==> src/sv/qas_pkg.sv <==
// ----------------------------------------------------------------------------
// qas_pkg
// shared types, widths and constants of the third-order upwind advection sweep
// ----------------------------------------------------------------------------
package qas_pkg;

  // field and register widths
  localparam int VAL_W     = 48;  // signed Q16.32 amounts
  localparam int K_W       = 17;  // courant, unsigned Q1.16
  localparam int CUT_W     = 47;  // cutoff, unsigned Q15.32
  localparam int CFG_W     = 47;  // widest register
  localparam int CFG_IDX_W = 1;

  // internal widths
  localparam int DIF_W  = 52;  // finite differences
  localparam int W_W    = 19;  // 1 - cr*cr, signed Q3.16
  localparam int WIDE_W = 56;  // g, scaled products, dc
  localparam int EXT_W  = 57;  // final sums before saturation
  localparam int Q_SH   = 16;  // fraction bits of courant
  localparam int Q16_ONE = 65536;

  // digit divider
  localparam int DVD_W     = 64;
  localparam int DIG_W     = 16;
  localparam int REM_W     = 10;
  localparam int DIV_STEPS = DVD_W / DIG_W;
  localparam int CNT_W     = $clog2(DIV_STEPS);
  localparam int RCP_W     = 27;
  localparam logic [RCP_W-1:0] DIV6_RCP    = RCP_W'(699051);    // ceil(2^22 / 6)
  localparam int               DIV6_SH     = 22;
  localparam logic [RCP_W-1:0] DIV1000_RCP = RCP_W'(68719477);  // ceil(2^36 / 1000)
  localparam int               DIV1000_SH  = 36;

  // biases that keep the dividends non-negative
  localparam logic [DVD_W-1:0] DC_BIAS    = DVD_W'(6) << 55;
  localparam logic [DVD_W-1:0] DC_OFFSET  = DVD_W'(1) << 55;
  localparam logic [DVD_W-1:0] THR_BIAS   = DVD_W'(1000) << 47;
  localparam logic [DVD_W-1:0] THR_OFFSET = DVD_W'(1) << 47;

  // reset values of the registers
  localparam logic [K_W-1:0]   COURANT_RST = K_W'(32768);
  localparam logic [CUT_W-1:0] CUTOFF_RST  = CUT_W'(429);

  localparam logic signed [VAL_W-1:0] VAL_MAX = {1'b0, {(VAL_W-1){1'b1}}};
  localparam logic signed [VAL_W-1:0] VAL_MIN = {1'b1, {(VAL_W-1){1'b0}}};

  localparam int FIFO_DEPTH = 2;
  localparam int FIFO_CNT_W = $clog2(FIFO_DEPTH + 1);

  typedef enum logic [CFG_IDX_W-1:0] {
    CFG_COURANT = 1'b0,
    CFG_CUTOFF  = 1'b1
  } cfg_idx_e;

  typedef enum logic {
    DIV_BY_6    = 1'b0,
    DIV_BY_1000 = 1'b1
  } div_kind_e;

  typedef enum logic [1:0] {
    MUL_D2K = 2'd0,
    MUL_D3W = 2'd1,
    MUL_GK  = 2'd2
  } mul_op_e;

  typedef struct packed {
    logic    in_load;
    logic    diff_en;
    logic    thr_load;
    logic    mul_lo;
    logic    mul_hi;
    logic    mul_add;
    mul_op_e mul_op;
    logic    g_en;
    logic    dc_load;
    logic    div_step;
    logic    emit_pend;
    logic    emit_pass;
    logic    store_pend;
    logic    sweep_clear;
  } cmd_t;

  typedef struct packed {
    logic out_full;
    logic last;
  } sts_t;

  typedef struct packed {
    logic [VAL_W-1:0] aqueous;
    logic [VAL_W-1:0] bulk;
    logic             corr;
    logic             sweep_end;
  } res_t;

  // clip a wide signed sum to the 48-bit range
  function automatic logic signed [VAL_W-1:0] sat_val(input logic signed [EXT_W-1:0] x);
    logic signed [VAL_W-1:0] r;
    if ((&x[EXT_W-1:VAL_W-1]) || !(|x[EXT_W-1:VAL_W-1])) begin
      r = x[VAL_W-1:0];
    end else if (x[EXT_W-1]) begin
      r = VAL_MIN;
    end else begin
      r = VAL_MAX;
    end
    return r;
  endfunction

endpackage

==> src/sv/qas_ctrl.sv <==
// ----------------------------------------------------------------------------
// qas_ctrl
// sequencer for one node: differences, three products, division, emission
// ----------------------------------------------------------------------------
module qas_ctrl (
  input  logic          clk_i,
  input  logic          rst_ni,
  input  logic          in_valid_i,
  output logic          in_stall_o,
  output qas_pkg::cmd_t cmd_o,
  input  qas_pkg::sts_t sts_i
);
  import qas_pkg::*;

  typedef enum logic [9:0] {
    ST_IDLE      = 10'b00_0000_0001,
    ST_DIFF      = 10'b00_0000_0010,
    ST_MUL_LO    = 10'b00_0000_0100,
    ST_MUL_HI    = 10'b00_0000_1000,
    ST_MUL_ADD   = 10'b00_0001_0000,
    ST_GSUM      = 10'b00_0010_0000,
    ST_DLOAD     = 10'b00_0100_0000,
    ST_DIV       = 10'b00_1000_0000,
    ST_EMIT_PEND = 10'b01_0000_0000,
    ST_EMIT_CUR  = 10'b10_0000_0000
  } state_e;

  localparam logic [1:0] POS_SAT = 2'd2;

  state_e           state_q, state_d;
  mul_op_e          mul_op_q, mul_op_d;
  logic [CNT_W-1:0] cnt_q, cnt_d;
  logic [1:0]       pos_q, pos_d;
  logic             pend_valid_q, pend_valid_d;
  logic             pass;

  assign in_stall_o = (state_q != ST_IDLE);
  assign pass       = (pos_q != POS_SAT) || sts_i.last;

  always_comb begin
    state_d      = state_q;
    mul_op_d     = mul_op_q;
    cnt_d        = cnt_q;
    pos_d        = pos_q;
    pend_valid_d = pend_valid_q;
    cmd_o        = '0;
    cmd_o.mul_op = mul_op_q;
    case (state_q)
      ST_IDLE: begin
        if (in_valid_i) begin
          cmd_o.in_load = 1'b1;
          state_d = pend_valid_q ? ST_DIFF : ST_EMIT_CUR;
        end
      end
      ST_DIFF: begin
        cmd_o.diff_en  = 1'b1;
        cmd_o.thr_load = 1'b1;
        mul_op_d       = MUL_D2K;
        state_d        = ST_MUL_LO;
      end
      ST_MUL_LO: begin
        cmd_o.mul_lo = 1'b1;
        state_d      = ST_MUL_HI;
      end
      ST_MUL_HI: begin
        cmd_o.mul_hi = 1'b1;
        state_d      = ST_MUL_ADD;
      end
      ST_MUL_ADD: begin
        cmd_o.mul_add = 1'b1;
        case (mul_op_q)
          MUL_D2K: begin
            mul_op_d = MUL_D3W;
            state_d  = ST_MUL_LO;
          end
          MUL_D3W: state_d = ST_GSUM;
          default: state_d = ST_DLOAD;
        endcase
      end
      ST_GSUM: begin
        cmd_o.g_en = 1'b1;
        mul_op_d   = MUL_GK;
        state_d    = ST_MUL_LO;
      end
      ST_DLOAD: begin
        cmd_o.dc_load = 1'b1;
        cnt_d         = '0;
        state_d       = ST_DIV;
      end
      ST_DIV: begin
        cmd_o.div_step = 1'b1;
        cnt_d          = cnt_q + CNT_W'(1);
        if (cnt_q == CNT_W'(DIV_STEPS - 1)) begin
          state_d = ST_EMIT_PEND;
        end
      end
      ST_EMIT_PEND: begin
        if (!sts_i.out_full) begin
          cmd_o.emit_pend = 1'b1;
          pend_valid_d    = 1'b0;
          state_d         = ST_EMIT_CUR;
        end
      end
      ST_EMIT_CUR: begin
        if (!pass || !sts_i.out_full) begin
          if (pass) begin
            cmd_o.emit_pass = 1'b1;
          end else begin
            cmd_o.store_pend = 1'b1;
            pend_valid_d     = 1'b1;
          end
          if (sts_i.last) begin
            cmd_o.sweep_clear = 1'b1;
            pos_d             = '0;
            pend_valid_d      = 1'b0;
          end else if (pos_q != POS_SAT) begin
            pos_d = pos_q + 2'd1;
          end
          state_d = ST_IDLE;
        end
      end
      default: state_d = ST_IDLE;
    endcase
  end

  always_ff @(posedge clk_i or negedge rst_ni) begin
    if (!rst_ni) begin
      state_q      <= ST_IDLE;
      mul_op_q     <= MUL_D2K;
      cnt_q        <= '0;
      pos_q        <= '0;
      pend_valid_q <= 1'b0;
    end else begin
      state_q      <= state_d;
      mul_op_q     <= mul_op_d;
      cnt_q        <= cnt_d;
      pos_q        <= pos_d;
      pend_valid_q <= pend_valid_d;
    end
  end

endmodule

==> config.mk <==
export PLATFORM = sky130hd
export DESIGN_NAME = qas_ctrl
export DESIGN_NICKNAME = d
export VERILOG_FILES = /design/src/sv/qas_pkg.sv /design/src/sv/qas_ctrl.sv
export SDC_FILE = /design/constraint.sdc
export NUM_CORES = 1
export LEC_CHECK = 0
export BUFFER_PORTS_ARGS = -buffer_cell sky130_fd_sc_hd__buf_2
export CORE_MARGIN = 10
export CORE_UTILIZATION = 58
export CTS_CLUSTER_SIZE = 14
export DETAILED_ROUTE_END_ITERATION = 16
export GPL_TIMING_DRIVEN = 0
export PLACE_DENSITY = 0.91
export RECOVER_POWER = 100
export SYNTH_ARGS = -nofsm -noshare
export SYNTH_HDL_FRONTEND = slang
export SYNTH_SLANG_ARGS = --single-unit
==> constraint.sdc <==
create_clock -name clk_i -period 3.52 [get_ports clk_i]
set_clock_uncertainty 0.15 [all_clocks]
set_input_delay 0.176 -clock clk_i [delete_from_list [all_inputs] [get_ports clk_i]]
set_output_delay 0.176 -clock clk_i [all_outputs]
set_load 0.05 [all_outputs]
==> results.md <==
- The remaining global-route overflow is 0.
- The number of nets still failing antenna checks after routing is 0.
- The total number of vias is 973.
- The flip-flop cell with the highest count after synthesis is dfrtp_1.
- The path type of the worst setup path is reg -> out.
- The final net count is 154.
- The final antenna diode count is 0.
- The post-route setup TNS is 0 ns.
- The number of buffers inserted for hold repair after clock tree synthesis is 3.
- The number of cells produced by synthesis is 120.
- STA classifies the critical path endpoint as a primary output.
- The final core utilization is a little over two thirds.
- Summing the areas of all and, or, nand and nor instances in the mapped netlist gives around a third of the synthesized area.
- The first detailed-routing pass took 4 iterations.
- Clock tree synthesis selected as its root buffer the cell clkbuf_4.
- The floorplan row count is 15.
- The average routed wire per standard cell is 14.58 um.
- The post-cts repair resize count is 0.
- CTS built an H-tree with a depth of 1.
- The worst register-to-register path ends at state_q[9].
- The worst path setup slack after routing is 0.6615 ns.
- From left edge to right edge, the die measures ~64 um.
- The setup slack after placement is approximately 1.4 ns.
- The buffer depth of the longest clock path is 2.
- The average via count per standard cell is 5.690.
- The first global-routing pass estimated around 4200 um of wire.
- The die is between 60 and 70 um tall.
- Counting flops and latches in the post-synthesis netlist gives 17.
- TritonCTS built the clock tree.
- The worst setup path is launched from a flop.
- The number of hold violations in the final report is 0.
- Clock-pin slew was measured on the worst setup and hold paths at around 0.1 ns.
- The main combinational cell family by area after synthesis is simple AND/OR/NAND/NOR gates.
- Setup repair after global routing left no endpoint under its margin.
- IR analysis of the VDD net gives a maximum drop of between 0.4 and 0.5 mV.
- The portion of the clock cycle consumed by the worst path in the final layout is between 80% and 90%.
- Wires add up to between 2000 and 2500 um.
- The worst hold path stage count is 3.
- The HPWL after detailed placement is 1869 um.
- In the global route stage, met2 resource usage came out at a little over a fifth.
- The share of synthesized area spent on multiplexers is 0%.
- The worst hold path terminates at state_q[8].
- For the worst setup path, the data required time is roughly 3.2 ns.
- The synthesized area per cell is 9.405 um^2.
- The post-layout minimum cycle time is 2.859 ns.
- The post-synth net total is between 100 and 150.
- The effective utilization at floorplan is between 60% and 70%.
- The detailed router finished its first iteration with 19 violations.
- The area added between synthesis and finish is 9.867%.
- The total power density per cell area is ~630 nW/um^2.
- The post-route netlist has 11.64% of its cells at a drive strength greater than 1.
- During synthesis, Yosys emitted a total of 0 warnings.
- Ranked by total cell area, the synthesized netlist is headed by dfrtp_1, nor4_4, o21ai_0.
- The synthesized netlist devotes approximately 3.1% of its cell area to XOR and XNOR gates.
- At the later pin of the worst-skew pair, clock insertion delay measures 0.30 ns.
- The number of buffers inserted during clock tree synthesis is 3.
- The number of enable-type register cells in the synthesized netlist is 0.
- Setup violations remaining at the end of the flow were counted as 0.
- The number of max-cap violations is 0.
- Summed over all instances, the cell type with the most area after synthesis is dfrtp_1.
- The number of buffers inserted by port buffering is 19.
- Global routing used 13.93% of the available met1 tracks.
- The post-CTS setup-driven buffer insertion count is 0.
- The post-synthesis compound-gate area fraction is between 15 and 20%.
- In the global route stage, met3 resource usage came out at 3.659%.
- After routing the design area is between 1000 and 1500 um^2.
- After synthesis, the share of flip-flops with an asynchronous set or reset is 100.0%.
- The fraction of the mapped netlist area in adder cells is between 2 and 2.5%.
- The flow ran to the end, and the final reports show no timing, DRC or antenna violations.
- Counting cells, the worst reg-to-reg path comes to 6.
- The worst setup slack for register-to-register paths is about 0.97 ns.
- The commonest cells after synthesis are dfrtp_1, nor2_1, o21ai_0.
- Timing would allow up to around 350 MHz.
- After synthesis the cells add up to 1129 um^2.
- The busiest metal layer after global routing is met2.
- The maximum number of pins on one net before global-route repair is 18.
- The number of antenna violations at the first check in global routing is 0.
- The share of the synthesized area in the top cell type is between 30% and 40%.
- In this run the tightest slew margin relative to its limit is between 40% and 50%.
- Global routing consumed, over all layers together, about an eighth of the routing resources.
- The number of pins exceeding their max-slew limit in the final report is 0.
- The number of global-route vias before repair is approximately 950.
- The count of clock tree sinks is 17.
- For this design the static power due to leakage is 0.5473 nW.
- The number of distinct standard cells referenced by the synthesized netlist is 39.
- The DRC violation count after routing is 0.
- The startpoint identified for the worst register-to-register timing path is state_q[8].
- The die covers approximately 4000 um^2.
- The slew at the pin with the worst max-slew slack is ~0.9 ns.
- The area of placed instances is 1255 um^2.
- Data on the critical path arrives at its endpoint at about 2.5 ns.
- The startpoint identified for the worst hold timing path is sts_i[1].
- The post-layout total power is approximately 0.00078 W.
- The core outline area is between 1500 and 2000 um^2.
- Along the worst path, the maximum fanout reaches 9.
- The congestion estimate from routability-driven global placement came to 0.8055.
- The path type of the worst min-delay path is in -> reg.
- The most repeated cell in the gate-level netlist after synthesis is dfrtp_1.
- The number of top-level pins is 21.
- The proportion of synthesized chip area in sequential cells is between 30% and 40%.
-- state kept, by name (all words and copies together) (netlist names) --
register,flops
state_q,10
cnt_q,2
mul_op_q,2
pos_q,2
pend_valid_q,1
-- worst max-delay path: stages, from the launching register on --
cell,delay (ns)
dfrtp_1,0.37
clkbuf_1,0.21
nor4_1,0.59
nand2_1,0.16
nor3b_1,0.37
clkbuf_1,0.52
-- cell families (layout without fill, tap and decap cells) --
| kind of cell | after synthesis | count (layout) |
|---|---|---|
| simple gates | 55 | 55 |
| compound gates | 28 | 28 |
| xor+xnor | 4 | 4 |
| buf+inv | 14 | 40 |
| flops | 17 | 17 |
| fa+ha+maj | 2 | 2 |
-- cell usage in the layout, fill, tap and decap left out, types with 4 or more instances in the layout --
cell and n:
buf_2 8, clkbuf_1 18, dfrtp_1 16, inv_1 5, nand2_1 8, nand2b_1 5
nor2_1 11, nor3_1 4, nor3b_1 7, nor4_1 5, o21ai_0 10
-- through the flow --
step,hold slack (ns),cells
global route,0.2109,171
global placement,-0.03228,164
finish,0.1478,171
detailed placement,-0.03091,164
CTS,0.1344,171
floorplan,-0.2696,120
-- worst max-delay path by stage --
stage,startpoint,endpoint,slack [ns],depth (start not counted)
floorplan,state_q[2],cmd_o[0],0.88,4
global placement,state_q[3],cmd_o[3],1.47,6
detailed placement,state_q[2],cmd_o[3],1.41,6
CTS,state_q[2],cmd_o[3],1.05,6
global route,state_q[8],cmd_o[14],0.46,6
finish,state_q[3],cmd_o[9],0.66,5
-- area by class of cell --
type	count	area, um^2
buffer	9	45.04
clock buffer	3	22.52
clock inverter	1	5.005
fill	166	543.0
inverter	5	18.77
multi-input combinational	89	583.1
sequential	17	426.7
tap	25	31.28
timing repair buffer	22	107.6
-- where the power goes --
group / total (W) / switching [W] / internal (W)
Sequential: 0.000262 / 0.0000272 / 0.000235
Clock: 0.000107 / 0.0000643 / 0.0000424
Combinational: 0.000414 / 0.000284 / 0.000130
Total: 0.000783 / 0.000375 / 0.000407
-- routing by layer --
layer / vias up / wire length [um]
li1: 486 / -
met1: 452 / 1068
met2: 30 / 1202
met3: 5 / 169
met4: 0 / 53
met5: - / 0
Note: power is estimated with default switching activity, not from simulation.
